$ cat config.mk
export PLATFORM = sky130hd
export DESIGN_NAME = onewire_temp_sensor_reader_flat
export DESIGN_NICKNAME = d
export VERILOG_FILES = /design/src/owtr_pkg.sv /design/src/owtr_tick_if.sv /design/src/owtr_result_if.sv /design/src/owtr_cfg_if.sv /design/src/owtr_cfg_regs.sv /design/src/owtr_crc8.sv /design/src/owtr_seq.sv /design/src/onewire_temp_sensor_reader.sv /design/src/flat_wrapper.sv
export SDC_FILE = /design/constraint.sdc
export NUM_CORES = 1
export LEC_CHECK = 0
export CORE_AREA = 2 2 153 192
export DETAILED_ROUTE_END_ITERATION = 16
export DIE_AREA = 0 0 155 194
export DONT_BUFFER_PORTS = 1
export GPL_TIMING_DRIVEN = 0
export HOLD_SLACK_MARGIN = 0.03
export SLEW_MARGIN = 20
export SYNTH_ARGS = -nofsm -noshare
export SYNTH_HDL_FRONTEND = slang
export SYNTH_HIERARCHICAL = 1
export SYNTH_SLANG_ARGS = --single-unit
$ cat constraint.sdc
create_clock -name clk -period 12.3 [get_ports clk]
set_input_delay 1.23 -clock clk [delete_from_list [all_inputs] [get_ports clk]]
set_output_delay 1.23 -clock clk [all_outputs]
set_load 0.02 [all_outputs]
$ cat src/owtr_pkg.sv
`timescale 1ns / 1ps
// ---------------------------------------------------------------------------
// owtr_pkg
// Shared types and constants for the one-wire temperature sensor reader.
// ---------------------------------------------------------------------------
package owtr_pkg;

  // Configuration port
  localparam int CFG_INDEX_W = 4;
  localparam int CFG_DATA_W  = 16;

  // Configuration register indexes
  localparam logic [CFG_INDEX_W-1:0] REG_RESET_LOW     = 4'd0;
  localparam logic [CFG_INDEX_W-1:0] REG_PRESENCE_WAIT = 4'd1;
  localparam logic [CFG_INDEX_W-1:0] REG_RESET_TAIL    = 4'd2;
  localparam logic [CFG_INDEX_W-1:0] REG_SLOT_START    = 4'd3;
  localparam logic [CFG_INDEX_W-1:0] REG_READ_SAMPLE   = 4'd4;
  localparam logic [CFG_INDEX_W-1:0] REG_READ_TAIL     = 4'd5;
  localparam logic [CFG_INDEX_W-1:0] REG_WRITE_HOLD    = 4'd6;
  localparam logic [CFG_INDEX_W-1:0] REG_RECOVERY      = 4'd7;

  // Register reset values (ticks)
  localparam logic [15:0] RST_RESET_LOW     = 16'd3860;
  localparam logic [15:0] RST_PRESENCE_WAIT = 16'd576;
  localparam logic [15:0] RST_RESET_TAIL    = 16'd3400;
  localparam logic [15:0] RST_SLOT_START    = 16'd8;
  localparam logic [15:0] RST_READ_SAMPLE   = 16'd104;
  localparam logic [15:0] RST_READ_TAIL     = 16'd680;
  localparam logic [15:0] RST_WRITE_HOLD    = 16'd520;
  localparam logic [15:0] RST_RECOVERY      = 16'd24;

  // Parameter defaults
  localparam int RESET_TRIES_DEF   = 3;
  localparam int SCRATCH_BYTES_DEF = 9;

  // Bus commands
  localparam logic [7:0] CMD_SKIP_ROM = 8'hCC;
  localparam logic [7:0] CMD_CONVERT  = 8'h44;
  localparam logic [7:0] CMD_READ_PAD = 8'hBE;

  // Dallas CRC-8, reflected polynomial
  localparam logic [7:0] CRC_POLY = 8'h8C;

  // Status codes
  localparam logic [1:0] STATUS_OK          = 2'd0;
  localparam logic [1:0] STATUS_NO_PRESENCE = 2'd1;
  localparam logic [1:0] STATUS_NO_PRES_CNV = 2'd2;
  localparam logic [1:0] STATUS_CRC_ERROR   = 2'd3;

  // Phase lengths from the register file
  typedef struct packed {
    logic [15:0] reset_low;
    logic [15:0] presence_wait;
    logic [15:0] reset_tail;
    logic [15:0] slot_start;
    logic [15:0] read_sample;
    logic [15:0] read_tail;
    logic [15:0] write_hold;
    logic [15:0] recovery;
  } timing_t;

  // One result beat
  typedef struct packed {
    logic       drive_low;
    logic       busy_res;
    logic       done_res;
    logic [1:0] status;
    logic       byte_valid;
    logic [7:0] byte_value;
    logic [3:0] byte_index;
  } result_t;

endpackage

$ cat src/owtr_tick_if.sv
`timescale 1ns / 1ps
// ---------------------------------------------------------------------------
// owtr_tick_if
// Input channel: one beat per bus tick with start request and line level.
// ---------------------------------------------------------------------------
interface owtr_tick_if;
  logic valid;
  logic ready;
  logic start_req;
  logic line_in;

  modport source (output valid, output start_req, output line_in, input ready);
  modport sink   (input valid, input start_req, input line_in, output ready);
endinterface

$ cat src/owtr_result_if.sv
`timescale 1ns / 1ps
// ---------------------------------------------------------------------------
// owtr_result_if
// Result channel: one beat per accepted tick.
// ---------------------------------------------------------------------------
interface owtr_result_if;
  logic       valid;
  logic       ready;
  logic       drive_low;
  logic       busy_res;
  logic       done_res;
  logic [1:0] status;
  logic       byte_valid;
  logic [7:0] byte_value;
  logic [3:0] byte_index;

  modport source (output valid, output drive_low, output busy_res, output done_res,
                  output status, output byte_valid, output byte_value,
                  output byte_index, input ready);
  modport sink   (input valid, input drive_low, input busy_res, input done_res,
                  input status, input byte_valid, input byte_value,
                  input byte_index, output ready);
endinterface

$ cat src/owtr_cfg_if.sv
`timescale 1ns / 1ps
// ---------------------------------------------------------------------------
// owtr_cfg_if
// Configuration write channel: register index and write data.
// ---------------------------------------------------------------------------
interface owtr_cfg_if;
  logic                             valid;
  logic                             ready;
  logic [owtr_pkg::CFG_INDEX_W-1:0] index;
  logic [owtr_pkg::CFG_DATA_W-1:0]  data;

  modport source (output valid, output index, output data, input ready);
  modport sink   (input valid, input index, input data, output ready);
endinterface

$ cat src/owtr_cfg_regs.sv
`timescale 1ns / 1ps
// ---------------------------------------------------------------------------
// owtr_cfg_regs
// Timing register file; writes outside the register list are dropped.
// ---------------------------------------------------------------------------
module owtr_cfg_regs (
  input  logic              clk,
  input  logic              rst,
  owtr_cfg_if.sink          cfg,
  output owtr_pkg::timing_t timing
);

  assign cfg.ready = 1'b1;

  // Register writes
  always_ff @(posedge clk) begin
    if (rst) begin
      timing.reset_low     <= owtr_pkg::RST_RESET_LOW;
      timing.presence_wait <= owtr_pkg::RST_PRESENCE_WAIT;
      timing.reset_tail    <= owtr_pkg::RST_RESET_TAIL;
      timing.slot_start    <= owtr_pkg::RST_SLOT_START;
      timing.read_sample   <= owtr_pkg::RST_READ_SAMPLE;
      timing.read_tail     <= owtr_pkg::RST_READ_TAIL;
      timing.write_hold    <= owtr_pkg::RST_WRITE_HOLD;
      timing.recovery      <= owtr_pkg::RST_RECOVERY;
    end else if (cfg.valid) begin
      case (cfg.index)
        owtr_pkg::REG_RESET_LOW:     timing.reset_low     <= cfg.data;
        owtr_pkg::REG_PRESENCE_WAIT: timing.presence_wait <= cfg.data;
        owtr_pkg::REG_RESET_TAIL:    timing.reset_tail    <= cfg.data;
        owtr_pkg::REG_SLOT_START:    timing.slot_start    <= cfg.data;
        owtr_pkg::REG_READ_SAMPLE:   timing.read_sample   <= cfg.data;
        owtr_pkg::REG_READ_TAIL:     timing.read_tail     <= cfg.data;
        owtr_pkg::REG_WRITE_HOLD:    timing.write_hold    <= cfg.data;
        owtr_pkg::REG_RECOVERY:      timing.recovery      <= cfg.data;
        default: ;
      endcase
    end
  end

endmodule

$ cat src/owtr_crc8.sv
`timescale 1ns / 1ps
// ---------------------------------------------------------------------------
// owtr_crc8
// Folds one byte into the Dallas CRC-8 (reflected, LSB first).
// ---------------------------------------------------------------------------
module owtr_crc8 (
  input  logic [7:0] crc_in,
  input  logic [7:0] data,
  output logic [7:0] crc_out
);

  // Eight bit steps over the xor of crc and data
  always_comb begin
    logic [7:0] c;
    c = crc_in ^ data;
    for (int i = 0; i < 8; i++) begin
      c = c[0] ? ((c >> 1) ^ owtr_pkg::CRC_POLY) : (c >> 1);
    end
    crc_out = c;
  end

endmodule

$ cat src/owtr_seq.sv
`timescale 1ns / 1ps
// ---------------------------------------------------------------------------
// owtr_seq
// Bus sequencer: reset/presence, command writes, conversion wait and
// scratchpad reads. Advances one tick per accepted beat.
// ---------------------------------------------------------------------------
module owtr_seq #(
  parameter int RESET_TRIES   = owtr_pkg::RESET_TRIES_DEF,
  parameter int SCRATCH_BYTES = owtr_pkg::SCRATCH_BYTES_DEF
) (
  input  logic              clk,
  input  logic              rst,
  input  logic              step,
  input  logic              start_req,
  input  logic              line_in,
  input  owtr_pkg::timing_t timing,
  output owtr_pkg::result_t result
);

  localparam logic [1:0] TRIES_INIT = 2'(RESET_TRIES);
  localparam logic [3:0] BYTES_LAST = 4'(SCRATCH_BYTES);

  typedef enum logic [3:0] {
    PH_IDLE, PH_RST_LOW, PH_RST_WAIT, PH_RST_TAIL, PH_SLOT_LOW,
    PH_WR_HOLD, PH_WR_REC, PH_RD_WAIT, PH_RD_TAIL, PH_CONV_WAIT
  } phase_t;

  typedef enum logic [3:0] {
    ST_RESET1, ST_SKIP1, ST_CONVERT, ST_CONV, ST_RESET2,
    ST_SKIP2, ST_READCMD, ST_READ, ST_FINAL
  } stage_t;

  phase_t      phase, phase_next;
  stage_t      stage, stage_next;
  logic [15:0] tick_count, tick_next;
  logic [2:0]  bit_count, bit_next;
  logic [3:0]  byte_count, byte_next;
  logic [7:0]  shift_byte, shift_next;
  logic [7:0]  crc_value, crc_next;
  logic [1:0]  tries_left, tries_next;
  logic        present, present_next;

  logic [15:0] phase_len;
  logic        timed;
  logic        phase_end;
  logic [7:0]  shift_new;
  logic [7:0]  crc_fold;
  logic [7:0]  cmd_byte;
  logic [2:0]  bit_inc;
  logic [1:0]  tries_dec;

  // Length of the running phase
  always_comb begin
    timed     = 1'b1;
    phase_len = '0;
    case (phase)
      PH_RST_LOW:  phase_len = timing.reset_low;
      PH_RST_WAIT: phase_len = timing.presence_wait;
      PH_RST_TAIL: phase_len = timing.reset_tail;
      PH_SLOT_LOW: phase_len = timing.slot_start;
      PH_WR_HOLD:  phase_len = timing.write_hold;
      PH_WR_REC:   phase_len = timing.recovery;
      PH_RD_WAIT:  phase_len = timing.read_sample;
      PH_RD_TAIL:  phase_len = timing.read_tail;
      default:     timed = 1'b0;
    endcase
  end

  // Last tick of a phase; a zero length still lasts one tick
  assign phase_end = ({1'b0, tick_count} + 17'd1) >= {1'b0, phase_len};

  assign shift_new = {line_in, shift_byte[7:1]};
  assign bit_inc   = bit_count + 3'd1;
  assign tries_dec = tries_left - 2'd1;

  // Command for the current write stage
  always_comb begin
    case (stage)
      ST_SKIP1, ST_SKIP2: cmd_byte = owtr_pkg::CMD_SKIP_ROM;
      ST_CONVERT:         cmd_byte = owtr_pkg::CMD_CONVERT;
      default:            cmd_byte = owtr_pkg::CMD_READ_PAD;
    endcase
  end

  owtr_crc8 u_crc (
    .crc_in  (crc_value),
    .data    (shift_new),
    .crc_out (crc_fold)
  );

  // Next state and result of this tick
  always_comb begin
    phase_next   = phase;
    stage_next   = stage;
    tick_next    = tick_count;
    bit_next     = bit_count;
    byte_next    = byte_count;
    shift_next   = shift_byte;
    crc_next     = crc_value;
    tries_next   = tries_left;
    present_next = present;
    result          = '0;
    result.busy_res = 1'b1;

    // timed phases count up, and every phase change restarts the count
    if (timed) begin
      tick_next = phase_end ? 16'd0 : tick_count + 16'd1;
    end

    case (phase)
      PH_IDLE: begin
        result.busy_res = 1'b0;
        if (start_req) begin
          tries_next = TRIES_INIT;
          crc_next   = '0;
          byte_next  = '0;
          stage_next = ST_RESET1;
          bit_next   = '0;
          phase_next = PH_RST_LOW;
          tick_next  = '0;
        end
      end
      PH_RST_LOW: begin
        result.drive_low = 1'b1;
        if (phase_end) phase_next = PH_RST_WAIT;
      end
      PH_RST_WAIT: begin
        if (phase_end) begin
          present_next = ~line_in;
          phase_next   = PH_RST_TAIL;
        end
      end
      PH_RST_TAIL: begin
        if (phase_end) begin
          bit_next = '0;
          case (stage)
            ST_RESET1: begin
              if (present) begin
                stage_next = ST_SKIP1;
                phase_next = PH_SLOT_LOW;
              end else begin
                tries_next = tries_dec;
                if (tries_dec == 2'd0) begin
                  result.done_res = 1'b1;
                  result.status   = owtr_pkg::STATUS_NO_PRESENCE;
                  bit_next        = bit_count;
                  phase_next      = PH_IDLE;
                end else begin
                  phase_next = PH_RST_LOW;
                end
              end
            end
            ST_RESET2: begin
              if (present) begin
                stage_next = ST_SKIP2;
                phase_next = PH_SLOT_LOW;
              end else begin
                result.done_res = 1'b1;
                result.status   = owtr_pkg::STATUS_NO_PRES_CNV;
                bit_next        = bit_count;
                phase_next      = PH_IDLE;
              end
            end
            default: begin
              result.done_res = 1'b1;
              result.status   = (crc_value != 8'd0) ? owtr_pkg::STATUS_CRC_ERROR
                                                    : owtr_pkg::STATUS_OK;
              bit_next        = bit_count;
              phase_next      = PH_IDLE;
            end
          endcase
        end
      end
      PH_SLOT_LOW: begin
        result.drive_low = 1'b1;
        if (phase_end) phase_next = (stage == ST_READ) ? PH_RD_WAIT : PH_WR_HOLD;
      end
      PH_WR_HOLD: begin
        result.drive_low = ~cmd_byte[bit_count];
        if (phase_end) phase_next = PH_WR_REC;
      end
      PH_WR_REC: begin
        if (phase_end) begin
          bit_next = bit_inc;
          if (bit_inc != 3'd0) begin
            phase_next = PH_SLOT_LOW;
          end else begin
            case (stage)
              ST_SKIP1: begin
                stage_next = ST_CONVERT;
                phase_next = PH_SLOT_LOW;
              end
              ST_CONVERT: begin
                stage_next = ST_CONV;
                phase_next = PH_CONV_WAIT;
              end
              ST_SKIP2: begin
                stage_next = ST_READCMD;
                phase_next = PH_SLOT_LOW;
              end
              default: begin
                byte_next  = '0;
                stage_next = ST_READ;
                phase_next = PH_SLOT_LOW;
              end
            endcase
          end
        end
      end
      PH_RD_WAIT: begin
        if (phase_end) begin
          shift_next = shift_new;
          // last bit of a byte: emit it and fold it into the crc
          if (bit_count == 3'd7) begin
            result.byte_valid = 1'b1;
            result.byte_value = shift_new;
            result.byte_index = byte_count;
            crc_next          = crc_fold;
            byte_next         = byte_count + 4'd1;
          end
          bit_next   = bit_inc;
          phase_next = PH_RD_TAIL;
        end
      end
      PH_RD_TAIL: begin
        if (phase_end) begin
          if (bit_count == 3'd0 && byte_count >= BYTES_LAST) begin
            stage_next = ST_FINAL;
            phase_next = PH_RST_LOW;
          end else begin
            phase_next = PH_SLOT_LOW;
          end
        end
      end
      PH_CONV_WAIT: begin
        if (line_in) begin
          crc_next   = '0;
          stage_next = ST_RESET2;
          bit_next   = '0;
          phase_next = PH_RST_LOW;
          tick_next  = '0;
        end
      end
      default: begin
        result.busy_res = 1'b0;
        phase_next      = PH_IDLE;
        tick_next       = '0;
      end
    endcase
  end

  // Sequencer state
  always_ff @(posedge clk) begin
    if (rst) begin
      phase      <= PH_IDLE;
      stage      <= ST_RESET1;
      tick_count <= '0;
      bit_count  <= '0;
      byte_count <= '0;
      shift_byte <= '0;
      crc_value  <= '0;
      tries_left <= TRIES_INIT;
      present    <= 1'b0;
    end else if (step) begin
      phase      <= phase_next;
      stage      <= stage_next;
      tick_count <= tick_next;
      bit_count  <= bit_next;
      byte_count <= byte_next;
      shift_byte <= shift_next;
      crc_value  <= crc_next;
      tries_left <= tries_next;
      present    <= present_next;
    end
  end

endmodule

$ cat src/onewire_temp_sensor_reader.sv
`timescale 1ns / 1ps
// ---------------------------------------------------------------------------
// onewire_temp_sensor_reader
// One-wire master that reads a sensor scratchpad, one bus tick per beat.
// ---------------------------------------------------------------------------
// The result beat of an accepted tick beat is registered for the next cycle.
// Throughput: 1 beat per cycle unless stalled; sequencer steps once a beat.
// The result register frees the input whenever it is empty or being taken.
// Reset: sequencer idle, counters and crc cleared, retry count full,
// timing registers at their defaults; no clearing pass.
module onewire_temp_sensor_reader #(
  parameter int RESET_TRIES   = owtr_pkg::RESET_TRIES_DEF,
  parameter int SCRATCH_BYTES = owtr_pkg::SCRATCH_BYTES_DEF
) (
  input logic           clk,
  input logic           rst,
  owtr_tick_if.sink     tick,
  owtr_result_if.source result,
  owtr_cfg_if.sink      cfg
);

  owtr_pkg::timing_t timing;
  owtr_pkg::result_t res_comb;
  owtr_pkg::result_t res_reg;
  logic              res_valid;
  logic              step;

  owtr_cfg_regs u_cfg (
    .clk    (clk),
    .rst    (rst),
    .cfg    (cfg),
    .timing (timing)
  );

  // Accept a tick when the result register is empty or draining
  assign tick.ready = ~res_valid | result.ready;
  assign step       = tick.valid & tick.ready;

  owtr_seq #(
    .RESET_TRIES   (RESET_TRIES),
    .SCRATCH_BYTES (SCRATCH_BYTES)
  ) u_seq (
    .clk       (clk),
    .rst       (rst),
    .step      (step),
    .start_req (tick.start_req),
    .line_in   (tick.line_in),
    .timing    (timing),
    .result    (res_comb)
  );

  // Result register
  always_ff @(posedge clk) begin
    if (rst) begin
      res_valid <= 1'b0;
    end else if (step) begin
      res_valid <= 1'b1;
    end else if (result.ready) begin
      res_valid <= 1'b0;
    end
    if (step) begin
      res_reg <= res_comb;
    end
  end

  assign result.valid      = res_valid;
  assign result.drive_low  = res_reg.drive_low;
  assign result.busy_res   = res_reg.busy_res;
  assign result.done_res   = res_reg.done_res;
  assign result.status     = res_reg.status;
  assign result.byte_valid = res_reg.byte_valid;
  assign result.byte_value = res_reg.byte_value;
  assign result.byte_index = res_reg.byte_index;

  // A finished sequence is still reported as busy on its last tick
  a_done_busy: assert property (@(posedge clk) disable iff (rst)
    res_valid && res_reg.done_res |-> res_reg.busy_res)
    else $error("done beat without busy");

  // Status is only meaningful on the done beat
  a_status_done: assert property (@(posedge clk) disable iff (rst)
    res_valid && !res_reg.done_res |-> res_reg.status == owtr_pkg::STATUS_OK)
    else $error("status set outside done beat");

  // Scratchpad bytes stay within the configured count
  a_byte_index: assert property (@(posedge clk) disable iff (rst)
    res_valid && res_reg.byte_valid |-> res_reg.byte_index < 4'(SCRATCH_BYTES))
    else $error("byte index beyond scratchpad");

  // No byte or done beat while the bus is driven low
  a_byte_drive: assert property (@(posedge clk) disable iff (rst)
    res_valid && (res_reg.byte_valid || res_reg.done_res) |-> !res_reg.drive_low)
    else $error("byte or done beat while driving low");

endmodule
$ cat src/flat_wrapper.sv
// flat-port wrapper written by rule: the top's interface ports become plain ports
module onewire_temp_sensor_reader_flat 
#(
  parameter int RESET_TRIES   = owtr_pkg::RESET_TRIES_DEF,
  parameter int SCRATCH_BYTES = owtr_pkg::SCRATCH_BYTES_DEF
)
  (clk, rst, tick_valid, tick_start_req, tick_line_in, tick_ready, result_valid, result_drive_low, result_busy_res, result_done_res, result_status, result_byte_valid, result_byte_value, result_byte_index, result_ready, cfg_valid, cfg_index, cfg_data, cfg_ready);
  owtr_tick_if tick_i ();
  owtr_result_if result_i ();
  owtr_cfg_if cfg_i ();
  input logic clk;
  input logic rst;
  input wire logic [$bits(tick_i.valid)-1:0] tick_valid;
  input wire logic [$bits(tick_i.start_req)-1:0] tick_start_req;
  input wire logic [$bits(tick_i.line_in)-1:0] tick_line_in;
  output wire logic [$bits(tick_i.ready)-1:0] tick_ready;
  output wire logic [$bits(result_i.valid)-1:0] result_valid;
  output wire logic [$bits(result_i.drive_low)-1:0] result_drive_low;
  output wire logic [$bits(result_i.busy_res)-1:0] result_busy_res;
  output wire logic [$bits(result_i.done_res)-1:0] result_done_res;
  output wire logic [$bits(result_i.status)-1:0] result_status;
  output wire logic [$bits(result_i.byte_valid)-1:0] result_byte_valid;
  output wire logic [$bits(result_i.byte_value)-1:0] result_byte_value;
  output wire logic [$bits(result_i.byte_index)-1:0] result_byte_index;
  input wire logic [$bits(result_i.ready)-1:0] result_ready;
  input wire logic [$bits(cfg_i.valid)-1:0] cfg_valid;
  input wire logic [$bits(cfg_i.index)-1:0] cfg_index;
  input wire logic [$bits(cfg_i.data)-1:0] cfg_data;
  output wire logic [$bits(cfg_i.ready)-1:0] cfg_ready;
  assign tick_i.valid = tick_valid;
  assign tick_i.start_req = tick_start_req;
  assign tick_i.line_in = tick_line_in;
  assign tick_ready = tick_i.ready;
  assign result_valid = result_i.valid;
  assign result_drive_low = result_i.drive_low;
  assign result_busy_res = result_i.busy_res;
  assign result_done_res = result_i.done_res;
  assign result_status = result_i.status;
  assign result_byte_valid = result_i.byte_valid;
  assign result_byte_value = result_i.byte_value;
  assign result_byte_index = result_i.byte_index;
  assign result_i.ready = result_ready;
  assign cfg_i.valid = cfg_valid;
  assign cfg_i.index = cfg_index;
  assign cfg_i.data = cfg_data;
  assign cfg_ready = cfg_i.ready;
  onewire_temp_sensor_reader #(.RESET_TRIES(RESET_TRIES), .SCRATCH_BYTES(SCRATCH_BYTES)) u_core (.clk(clk), .rst(rst), .tick(tick_i), .result(result_i), .cfg(cfg_i));
endmodule
==> results.md, run 1 <==
- The cell taking the most area after synthesis is sky130_fd_sc_hd__dfxtp_1.
- The class of the worst hold path is reg -> reg.
- 0 antenna diodes ended up in the layout.
- The clock drives 196 sinks.
- The global routing usage summed across all routing layers is 0.189.
- Counting the buffers created by CTS gives 17.
- The total number of placement rows is 69.
- The setup slack after layout is 6.68 ns.
- The die covers 30100 um2.
- Summed over all nets, the half-perimeter wirelength after detailed placement is 19700 um.
- The initial antenna violation count came to 0.
- For the worst setup path, the data required time is 12.48 ns.
- The main flop type after synthesis is sky130_fd_sc_hd__dfxtp_1.
- The post-route fraction of the period consumed by the critical path is 0.457.
- The maximum net fanout on the critical path is 10.
- The initial core utilization is 0.346.
- Summing internal, switching and leakage power gives 1370 uW.
- The path type of the worst setup path is reg -> reg.
- CTS built an H-tree with a depth of 4.
- After clock tree synthesis, the setup repair step added 0 buffers.
- The number of buffers added to fix hold violations after cts is 0.
- The number of endpoints failing setup at the final stage is 0.
- The number of port buffers is 0.
- The power per cell area is 127 nW/um2.
- The core outline area is 28200 um2.
- The clock latency of the later-clocked register in the worst-skew pair is 0.45 ns.
- The sequential fraction of the synthesis area is 0.421.
- Yosys mapped the design onto 83 distinct sky130hd cell types.
- For this block, the via count after detailed routing is 7551.
- Headroom to the max-slew limit came out at 0.230.
- The final count of hold timing violations is 0.
- The via count of the first global-routing pass came to 7600.
- The violation count after the first detailed-route iteration is 576.
- 48 I/O pins were placed.
- The residual DRC count is 0.
- The smallest clock period supported by the final layout is computed as 5.62 ns.
- The post-synthesis instance area is 9750 um2.
- The upper clock frequency limit is 0.178 GHz.
- After filler insertion, the fill cell instance count of the layout stands at 2793.
- By area the synthesized netlist is led by sky130_fd_sc_hd__dfxtp_1, sky130_fd_sc_hd__mux2i_1, sky130_fd_sc_hd__nand2b_1.
- In this run the static leakage power is 0.00454 uW.
- Entering global routing, the biggest net connects 22 pins.
- The number of synthesized register bits is 196.
- The actual slew at the worst max-slew pin is 1.15 ns.
- On the final layout, the worst clock skew is 0.0159 ns.
- The leftover overflow at the end of global routing is 0.
- Counting flops with an async set or reset pin after synthesis yields a share of 0.
- The number of warnings issued by yosys is 6.
- The via count normalized by instance count is 5.49.
- Compared with the post-synthesis result, the final layout area differs by 10.8%.
- The number of flops mapped to enable cells by yosys is 18.
- The clock passes through at most 2 buffers.
- In the final layout, the share of cells above drive strength 1 is 0.0940.
- The number of gates resized after CTS was 0.
- The top cell types in the final layout, fill and taps aside, are sky130_fd_sc_hd__dfxtp_1, sky130_fd_sc_hd__mux2i_1, sky130_fd_sc_hd__nand2b_1.
- The final max-slew violation count is 0.
- The height of the chip is 194 um.
- The first-pass GRT wire length is 43700 um.
- The mean cell area of the mapped netlist is 9.86 um2.
- The area fraction of the dominant cell type after synthesis is 0.365.
- Leaving out fill and tap cells, the most frequent cell in the layout is sky130_fd_sc_hd__dfxtp_1.
- The clock slew at the register clock pins of the worst setup and hold paths is 0.09 ns.
- Setup repair after global routing left no endpoint under its margin.
- The gate count after technology mapping is 989.
- The x dimension of the die is 155 um.
- The synthesized net count is 1040.
- Across the VDD grid, the largest voltage drop is 0.0000900 V.
- The kind of start point of the critical path is a register.
- The category of the worst setup path capture point is a register.
- The tree is rooted in a sky130_fd_sc_hd__clkbuf_16.
- The run finished with clean final reports.
- The number of nets in the final layout is 1059.
- Measured on the finished design, the core utilization comes to 0.383.
- TritonCTS built the clock tree.
- Before CTS, the worst setup slack after placement is 6.77 ns.
- Once detail routing completed, the nets flagged for antenna violations numbered 0.
- The data arrival time at the worst-slack endpoint is 5.81 ns.
- The setup TNS is 0 ns.
- The first TritonRoute pass finished after 5 iterations.
- The routability congestion estimate from global placement is 0.852.
- The reported max-cap violation count is 0.
- After detailed routing, the total wire length is 28100 um.
- The routed wire length per instance is 20.4 um.
Yosys cell counts (5+ instances only):
library cell / instances
sky130_fd_sc_hd__and2_1: 15
sky130_fd_sc_hd__inv_1: 11
sky130_fd_sc_hd__o21a_1: 9
sky130_fd_sc_hd__nand2b_1: 125
sky130_fd_sc_hd__buf_2: 14
sky130_fd_sc_hd__mux2i_1: 138
sky130_fd_sc_hd__nor2_1: 76
sky130_fd_sc_hd__buf_1: 6
sky130_fd_sc_hd__a222oi_1: 16
sky130_fd_sc_hd__a22oi_1: 30
sky130_fd_sc_hd__a31o_2: 9
sky130_fd_sc_hd__o21ai_0: 9
sky130_fd_sc_hd__nand3_1: 34
sky130_fd_sc_hd__xnor2_1: 20
sky130_fd_sc_hd__dfxtp_1: 178
sky130_fd_sc_hd__edfxtp_1: 18
sky130_fd_sc_hd__buf_6: 5
sky130_fd_sc_hd__clkbuf_1: 37
sky130_fd_sc_hd__nor4b_1: 9
sky130_fd_sc_hd__xor2_1: 10
sky130_fd_sc_hd__nand2_1: 30
sky130_fd_sc_hd__nand4_1: 6
sky130_fd_sc_hd__nor3_1: 5
sky130_fd_sc_hd__ha_1: 24
sky130_fd_sc_hd__a21oi_1: 36
sky130_fd_sc_hd__nand2_2: 6
sky130_fd_sc_hd__a32o_1: 11
sky130_fd_sc_hd__or2_2: 7
sky130_fd_sc_hd__a21o_1: 6
sky130_fd_sc_hd__o211ai_1: 7
registers in the layout, indices dropped and copies added (netlist names), 2 cells and up:
register	flops
u_core/u_cfg/timing	128
u_core/u_seq/tick_count	16
u_core/result.byte_value	8
u_core/u_seq/crc_value	8
u_core/u_seq/shift_byte	7
u_core/result.byte_index	4
u_core/u_seq/byte_count	4
u_core/u_seq/phase	4
u_core/u_seq/stage	4
u_core/u_seq/bit_count	3
u_core/result.status	2
u_core/u_seq/tries_left	2
through the flow:
step	cells	cell area, um2	hold slack (ns)
final	1376	10800	0.478
after floorplan	989	9750	0.448
after global placement	1344	10200	0.457
after global routing	1376	10800	0.494
after CTS	1376	10800	0.479
after detailed placement	1344	10200	0.466
critical path: stages (launching register included):
cell,delay [ns]
sky130_fd_sc_hd__dfxtp_1,0.33
sky130_fd_sc_hd__buf_2,0.18
sky130_fd_sc_hd__nand2b_1,0.25
sky130_fd_sc_hd__nor2_1,0.44
sky130_fd_sc_hd__clkbuf_1,0.66
sky130_fd_sc_hd__buf_1,0.67
sky130_fd_sc_hd__a22oi_1,0.22
sky130_fd_sc_hd__nand3_1,0.15
sky130_fd_sc_hd__a21oi_1,0.12
sky130_fd_sc_hd__ha_1,0.37
sky130_fd_sc_hd__nand4_1,0.16
sky130_fd_sc_hd__nor3_2,0.08
sky130_fd_sc_hd__a2111oi_4,0.48
sky130_fd_sc_hd__nor3_4,0.14
sky130_fd_sc_hd__nor2_1,0.35
sky130_fd_sc_hd__buf_2,0.33
sky130_fd_sc_hd__buf_2,0.31
sky130_fd_sc_hd__nor3_1,0.10
layout make-up:
cell class                      instances  area [um2]  share of cell area
Buffer                                 66         325              0.0301
Inverter                               11        41.3             0.00382
Clock inverter                         15         183              0.0169
Clock buffer                           17         425              0.0394
Sequential cell                       196        4100               0.380
Tap cell                              355         444              0.0411
Multi-Input combinational cell        716        5280               0.489
where the power goes:
part	switching (uW)	internal, uW	total [uW]
Sequential	10.2	654	664
Combinational	93.3	41.1	134
Clock	293	276	569
per-layer routing:
metal | GRT usage | part of all wire | up-vias
met3 | 0.0342 | 0.051 | 54
met1 | 0.237 | 0.44 | 3669
met2 | 0.321 | 0.48 | 232
met5 | 0 | 0 | -
met4 | 0.0744 | 0.031 | 0
li1 | - | - | 3596
worst paths after layout:
| kind | from | depth (start not counted) | slack (ns) | end |
|---|---|---|---|---|
| worst min register to register | u_core/u_cfg/timing[100] | 2 | 0.48 | u_core/u_cfg/timing[100] |
| worst max register to register | u_core/u_seq/phase[3] | 17 | 6.68 | u_core/result.byte_index[0] |
| worst max-delay path | u_core/u_seq/phase[3] | 17 | 6.68 | u_core/result.byte_index[0] |
| worst min-delay path | u_core/u_cfg/timing[100] | 2 | 0.48 | u_core/u_cfg/timing[100] |
cells by family (layout without fill, tap and decap cells):
family                     after synthesis  in the layout  share of synthesized area
DFF                                    196            196                      0.421
AOI/OAI and AO/OA                      172            172                      0.134
and+or+nand+nor                        349            349                      0.204
buffers and inverters                   77            109                     0.0376
xor gates and xnor gates                32             32                     0.0312
muxes                                  138            138                      0.142
other                                    1              1                   0.000384
adders and majority gates               24             24                     0.0308
Power figures use the tool's default switching activity.
==> inputs of run 2 (changes only) <==
==> constraint.sdc (replaced) <==
create_clock -name clk -period 5.1 [get_ports clk]
set_input_delay 0.51 -clock clk [delete_from_list [all_inputs] [get_ports clk]]
set_output_delay 0.51 -clock clk [all_outputs]
set_load 0.02 [all_outputs]
==> results.md, run 2 (synthesized netlist as in run 1, its figures left out) <==
- For the worst-skew pair, the clock arrives at the later sink with an insertion delay of 0.45 ns.
- The cell at the root of the clock tree is sky130_fd_sc_hd__clkbuf_16.
- In this run the critical register-to-register path is captured at u_core/result.byte_index[0].
- The maximum net fanout on the critical path is 10.
- The largest registers in the layout are u_core/u_cfg/timing: 128 flops, u_core/u_seq/tick_count: 16 flops.
- The clock tree buffer depth is 2.
- The worst voltage drop across the vdd grid is 0.000218 V.
- The clock drives 196 sinks.
- The category of the worst setup path capture point is a register.
- The total wirelength of the detailed-routed design is 28100 um.
- The first-pass GRT wire length is 43700 um.
- The startpoint identified for the worst register-to-register timing path is u_core/u_seq/phase[3].
- For this block, the initial DRC count from the detailed router was 645.
- The clock network fraction of design power is 0.416.
- For the pin with the worst max-slew slack, the measured transition is 0.895 ns.
- The data arrival time at the worst-slack endpoint is 5.08 ns.
- The library cell used most frequently in the layout, excluding fill and tap cells, is sky130_fd_sc_hd__dfxtp_1.
- The data required time at the worst endpoint is 5.29 ns.
- Clock tree synthesis inserted a total of 17 buffers.
- After detailed placement, the design holds a cell count of 1344.
- The class of the worst hold path is in -> reg.
- The initial core utilization is 0.346.
- The setup path with the least slack is of type reg -> reg.
- The die covers 30100 um2.
- The final max-slew violation count is 0.
- Across every metal layer, demand over resource in global routing totals 0.189.
- The area of all placed cells without fillers is 10800 um2.
- Along the worst hold path, the cell count comes to 1.
- The die is 194 um tall.
- The clock slew at the register clock pins of the worst setup and hold paths is 0.08 ns.
- From synthesis to final layout, the design area changed by 11.2%.
- Of the total power, registers draw 0.485.
- In this run the cell area measured after placement is 10200 um2.
- The routed wire length per instance is 20.5 um.
- The number of diodes added for antenna fixing is 0.
- Measured along the x axis, the die boundary spans 155 um.
- The time the worst path needs with I/O delays and setup is 4.89 ns.
- The worst slew slack as a fraction of its limit is 0.398.
- The worst-case register-to-register setup slack is 0.21 ns.
- Entering global routing, the biggest net connects 22 pins.
- Max-cap violations in this run came to 0.
- In this run the worst setup path begins at u_core/u_seq/phase[3].
- For this run, the post-layout net count is 1059.
- The count of H-tree levels built during CTS is 4.
- STA classifies the critical path startpoint as a register.
- Setup repair after global routing left no endpoint under its margin.
- The core outline area is 28200 um2.
- Counting cells, the worst reg-to-reg path comes to 17.
- The most critical setup path has its endpoint at u_core/result.byte_index[0].
- Of the total power, the share spent switching nets is 0.291.
- The number of port buffers is 0.
- Of the available clock period, the critical path in the final layout requires 0.959.
- The TritonCTS clock tree is yes.
- For this design the top-level I/O count stands at 48.
- The switching power total is 962 uW.
- The congestion estimate from routability-driven global placement came to 0.852.
- The final worst clock skew is 0.0139 ns.
- Leaving out fill and tap cells, the most frequent cells in the layout are sky130_fd_sc_hd__dfxtp_1, sky130_fd_sc_hd__mux2i_1, sky130_fd_sc_hd__nand2b_1.
- The proportion of layout cells with a drive suffix above 1 is 0.110.
- The total power draw is 3300 uW.
- The final antenna-violating net count is 0.
- The number of endpoints failing setup at the final stage is 0.
- For this block, the via count after detailed routing is 7603.
- The largest register by flop count is u_core/u_cfg/timing.
- The post-route non-filler standard cell count is 1376.
- The initial antenna violation count was 0.
- The combinational power share is 0.099.
- In this run the power density over the cells is 305 nW/um2.
- The flow ran to the end, and the final reports show no timing, DRC or antenna violations.
- The final count of hold timing violations is 0.
- For this design the static power due to leakage is 0.00457 uW.
- Derived from the worst setup path, the maximum achievable clock frequency is 0.204 GHz.
- The number of setup buffers added after CTS is 0.
- The first detailed-routing pass ran for 5 iterations.
- The register with the most flip-flops in the layout has 128 of them.
- Summed over all nets, the half-perimeter wirelength after detailed placement is 19700 um.
- The number of hold buffers added after CTS was 0.
- The total number of placement rows is 69.
- The internal portion of total power is 2340 uW.
- The core utilization of the finished layout is 0.384.
- After detailed routing, the number of vias per cell comes to 5.53.
- In the routed design, unresolved DRC markers number 0.
- For this run the aggregate overflow at the end of global routing stands at 0.
- The via count of the first global-routing pass is 7611.
run 2: critical path, cell delays in order (launching register included):
cell	delay (ns)
sky130_fd_sc_hd__dfxtp_1	0.33
sky130_fd_sc_hd__buf_2	0.18
sky130_fd_sc_hd__nand2b_1	0.31
sky130_fd_sc_hd__nor2_2	0.35
sky130_fd_sc_hd__clkbuf_2	0.39
sky130_fd_sc_hd__buf_2	0.39
sky130_fd_sc_hd__a22oi_1	0.15
sky130_fd_sc_hd__nand3_1	0.11
sky130_fd_sc_hd__a21oi_1	0.09
sky130_fd_sc_hd__ha_1	0.34
sky130_fd_sc_hd__a21oi_2	0.14
sky130_fd_sc_hd__o21ai_2	0.09
sky130_fd_sc_hd__a2111oi_4	0.51
sky130_fd_sc_hd__nor3_4	0.14
sky130_fd_sc_hd__nor2_1	0.34
sky130_fd_sc_hd__buf_2	0.33
sky130_fd_sc_hd__buf_2	0.31
sky130_fd_sc_hd__nor3_1	0.10
run 2: repair_timing:
action / 4_1_cts / 5_1_grt
endpoints found under the setup margin: 57 / 32
pin swaps: 0 / 0
resized for setup: 9 / 15
run 2: power by group through the flow:
stage	combinational [uW]	sequential [uW]	clock, uW
after global placement	319	1640	0
final	328	1600	1380
after detailed placement	321	1640	0
after floorplan	216	1630	0
after global routing	348	1600	1460
after CTS	322	1600	1400
run 2: routing by layer:
metal | GRT usage | up-vias | part of all wire
met4 | 0.0758 | 0 | 0.022
li1 | - | 3597 | -
met2 | 0.320 | 263 | 0.49
met3 | 0.0342 | 37 | 0.056
met5 | 0 | - | 0
met1 | 0.237 | 3706 | 0.43
run 2: worst min path at each step:
stage | from | to | slack [ns]
after global routing | rst | u_core/result.valid | 0.10
after detailed placement | u_core/u_cfg/timing[108] | u_core/u_cfg/timing[108] | 0.47
after floorplan | u_core/u_cfg/timing[101] | u_core/u_cfg/timing[101] | 0.45
after CTS | rst | u_core/result.valid | 0.10
after global placement | u_core/u_cfg/timing[100] | u_core/u_cfg/timing[100] | 0.46
final | rst | u_core/result.valid | 0.12
run 2: area by class of cell:
cell class                 instances  area, um2
buffer                            66        337
clock buffer                      17        425
clock inverter                    15        183
fill                            2790      17400
inverter                          11       41.3
multi-input combinational        716       5310
sequential                       196       4100
tap                              355        444
run 2: stage by stage:
step,setup TNS (ns),hold slack (ns),setup WS [ns]
floorplan,0,0.448,1.21
global placement,-7.63,0.457,-0.378
detailed placement,-9.32,0.466,-0.429
CTS,0,0.102,0.00293
global route,0,0.104,0.00251
finish,0,0.117,0.209
==> inputs of run 3 (changes only) <==
--- a/config.mk
+++ b/config.mk
@@ -5,12 +5,14 @@
 export SDC_FILE = /design/constraint.sdc
 export NUM_CORES = 1
 export LEC_CHECK = 0
-export CORE_AREA = 2 2 153 192
+export ABC_AREA = 1
+export CORE_AREA = 2 2 159 200
 export DETAILED_ROUTE_END_ITERATION = 16
-export DIE_AREA = 0 0 155 194
+export DIE_AREA = 0 0 161 202
 export DONT_BUFFER_PORTS = 1
 export GPL_TIMING_DRIVEN = 0
 export HOLD_SLACK_MARGIN = 0.03
+export SETUP_SLACK_MARGIN = 0.5
 export SLEW_MARGIN = 20
 export SYNTH_ARGS = -nofsm -noshare
 export SYNTH_HDL_FRONTEND = slang
==> results.md, run 3 <==
- The flow ran to the end, and the final reports show no timing, DRC or antenna violations.
- In the final layout, flip-flops and latches occupy 4100 um2.
- The footprint of the multi-input gates is 5620 um2.
- Max-cap violations in this run came to 0.
- Setup repair after global routing left no endpoint under its margin.
- In the layout the commonest cells are sky130_fd_sc_hd__nand2_1, sky130_fd_sc_hd__nor2_1, sky130_fd_sc_hd__dfxtp_1.
- The worst slack at placement is 0.658 ns.
- For this run, asynchronously set or reset flops after synthesis account for 0.
- The number of endpoints failing setup at the final stage is 0.
- The via count of the first global-routing pass is 9369.
- The number of flip-flops in the largest register is 128.
- The number of distinct library cell variants in the gate-level netlist after synthesis is 50.
- The clock sink total is 196.
- The number of port buffers is 0.
- Row generation in the floorplan step produced 72 rows.
- In the global route stage, overall resource usage came out at 0.201.
- TritonCTS created 17 clock buffers.
- The data required time at the worst endpoint is 5.35 ns.
- The synthesized net count is 1618.
- The library cell with the highest instance count after synthesis is sky130_fd_sc_hd__nand2_1.
- After layout, the minimum clock period comes to 4.30 ns.
- In the final layout, the share of cells above drive strength 1 is 0.0956.
- Leaving out fill and tap cells, the most frequent cell in the layout is sky130_fd_sc_hd__nand2_1.
- In this run, the number of DRC markers left after iteration 0 of detailed routing was 671.
- Dividing the detail-routed via count by the number of cells gives 4.97.
- Summed over all cells, the static leakage comes to 0.00513 uW.
- The TritonCTS clock tree is yes.
- The synthesized design spends more area on one cell type than any other, namely sky130_fd_sc_hd__dfxtp_1.
- The routed layout has 9967 vias.
- The class of the worst hold path is in -> reg.
- The x dimension of the die is 161 um.
- The cell at the root of the clock tree is sky130_fd_sc_hd__clkbuf_16.
- The final count of hold timing violations was 0.
- By area the synthesized netlist is led by sky130_fd_sc_hd__dfxtp_1, sky130_fd_sc_hd__nand2_1, sky130_fd_sc_hd__nor2_1.
- Counting flops with a built-in enable in the synthesized netlist gives 18.
- After detailed routing, the number of remaining DRC violations is 0.
- The largest registers in the layout are u_core/u_cfg/timing: 128 flops, u_core/u_seq/tick_count: 16 flops.
- Setup slack on the critical path of the routed design comes to 0.795 ns.
- The worst setup path is of the reg -> reg kind.
- Ranked by flip-flop count, first place goes to u_core/u_cfg/timing.
- The first-pass GRT wire length is 51400 um.
- The count of H-tree levels built during CTS is 4.
- Data arrives at the worst endpoint at 4.55 ns.
- The total wirelength of the detailed-routed design is 32500 um.
- The final max-slew violation count is 0.
- The final antenna-violating net count is 0.
- For this run the aggregate overflow at the end of global routing stands at 0.
- The setup TNS is 0 ns.
- The power per cell area is 474 nW/um2.
- The height of the chip is 202 um.
- The upper clock frequency limit is 0.232 GHz.
- For this run, the register share of the synthesized area comes to 0.388.
- The category of the worst setup path capture point is a register.
- The core outline area is 30600 um2.
- The final worst clock skew is 0.0160 ns.
- The kind of start point of the critical path is a register.
- In this run the deepest clock path goes through 2 buffers.
- After synthesis the cells add up to 10600 um2.
- After synthesis, the most frequently instantiated cells are sky130_fd_sc_hd__nand2_1, sky130_fd_sc_hd__nor2_1, sky130_fd_sc_hd__dfxtp_1, sky130_fd_sc_hd__inv_1, sky130_fd_sc_hd__nand3_1.
- Each instance of the synthesized netlist takes up on average 6.75 um2.
- The initial antenna violation count was 0.
- Relative to the synthesized area, the layout overhead comes to 10.7%.
- The clock slew at the register clock pins of the worst setup and hold paths is 0.08 ns.
- Across all register-to-register paths, the minimum setup slack is 0.80 ns.
- Of the available clock period, the critical path in the final layout requires 0.844.
- The count of pins on the block boundary is 48.
- The actual slew at the worst max-slew pin is 1.03 ns.
- Once detailed placement completed, the half-perimeter wirelength came to 24600 um.
- Before antenna repair, the detailed router went through 5 iterations.
- Dividing the detail-routed wire length by the instance count gives 16.2 um.
- The gate count after technology mapping is 1567.
- The clock latency of the later-clocked register in the worst-skew pair is 0.45 ns.
- Entering global routing, the biggest net connects 20 pins.
- The worst voltage drop across the vdd grid is 0.000358 V.
- The initial utilization of the core area, before any placement, comes to 0.345.
- The count of filler cells inserted in the layout is 3361.
- At the end of routability-driven placement, the weighted congestion stood at 0.922.
- For this run, the number of Yosys warnings is 6.
- The area fraction of the dominant cell type after synthesis is 0.337.
- In this run the tightest slew margin relative to its limit is 0.293.
- The number of diodes added for antenna fixing is 0.
- The number of nets in the final layout is 1638.
- The number of setup buffers added after CTS is 0.
- The main flop type after synthesis is sky130_fd_sc_hd__dfxtp_1.
- The die covers 32500 um2.
- The maximum net fanout on the critical path is 10.
- Synthesis inferred 196 register bits.
## run 3: cell count changes after synthesis, sizes merged, moves of 46 or more
cell,delta
nand3,+46
mux2i,-138
inv,+133
nand2b,-126
nand2,+474
nor2,+229
## run 3: through the flow
step | cell area (um2) | total power, uW | hold slack (ns) | util | cells
floorplan | 10600 | 3580 | 0.429 | - | 1567
global placement | 11100 | 4190 | 0.438 | 0.362 | 1974
detailed placement | 11100 | 4220 | 0.448 | 0.363 | 1975
CTS | 11700 | 5550 | 0.106 | 0.382 | 2007
global route | 11700 | 5910 | 0.0998 | 0.382 | 2007
finish | 11700 | 5550 | 0.118 | 0.382 | 2007
## run 3: cell type report
type                            instances  area share
Clock buffer                           18      0.0375
Multi-Input combinational cell       1159       0.479
Inverter                              145      0.0465
Timing Repair Buffer                    1     0.00235
Clock inverter                         14      0.0117
Buffer                                 67      0.0286
Tap cell                              407      0.0435
Sequential cell                       196       0.350
## run 3: critical path, cell delays in order, from the launching register on
cell and delay (ns):
sky130_fd_sc_hd__dfxtp_1 0.37, sky130_fd_sc_hd__nor2_2 0.22, sky130_fd_sc_hd__inv_1 0.11, sky130_fd_sc_hd__nor2_2 0.49, sky130_fd_sc_hd__clkbuf_1 0.61, sky130_fd_sc_hd__nand2_1 0.11, sky130_fd_sc_hd__nand4_1 0.21, sky130_fd_sc_hd__nor3_1 0.11
sky130_fd_sc_hd__ha_1 0.30, sky130_fd_sc_hd__nand2_1 0.07, sky130_fd_sc_hd__nor2_1 0.25, sky130_fd_sc_hd__nand2_1 0.08, sky130_fd_sc_hd__o21ai_0 0.16, sky130_fd_sc_hd__nand2_1 0.19, sky130_fd_sc_hd__nand3_2 0.14, sky130_fd_sc_hd__buf_6 0.16
sky130_fd_sc_hd__buf_4 0.18, sky130_fd_sc_hd__nand3_1 0.09, sky130_fd_sc_hd__a31oi_1 0.27
## run 3: routing by layer
| metal | GRT usage | wire length (um) | vias to the layer above |
|---|---|---|---|
| li1 | - | - | 5031 |
| met1 | 0.237 | 13500 | 4601 |
| met2 | 0.370 | 16400 | 285 |
| met3 | 0.0279 | 1650 | 50 |
| met4 | 0.0711 | 905 | 0 |
| met5 | 0 | 0 | - |
## run 3: path summary, 6_finish.rpt
kind                                start  depth (start not counted)                      end
setup / recovery    u_core/u_seq/phase[2]                         18  u_core/result.status[0]
hold / removal                        rst                          1      u_core/result.valid
setup reg to reg    u_core/u_seq/phase[2]                         18  u_core/result.status[0]
hold reg to reg   u_core/u_cfg/timing[25]                          2  u_core/u_cfg/timing[25]
## run 3: logic make-up after synthesis
| group | after synthesis | synth area share |
|---|---|---|
| and+or+nand+nor | 968 | 0.388 |
| buffers and inverters | 212 | 0.0829 |
| xor gates and xnor gates | 19 | 0.0179 |
| other | 1 | 0.000354 |
| DFF | 196 | 0.388 |
| AOI/OAI and AO/OA | 147 | 0.0944 |
| adders and majority gates | 24 | 0.0284 |
## run 3: what timing repair did
item	in CTS	in global routing
gates resized for setup	0	6
hold buffers	0	0
hold endpoints to repair	0	0
endpoints found under the setup margin	0	30
## run 3: report_power, final
group | total [uW] | leakage, uW | internal (uW) | switching, uW
clock | 1330 | 0.000277 | 665 | 670
sequential | 1780 | 0.00162 | 1660 | 117
combinational | 2430 | 0.00323 | 764 | 1670
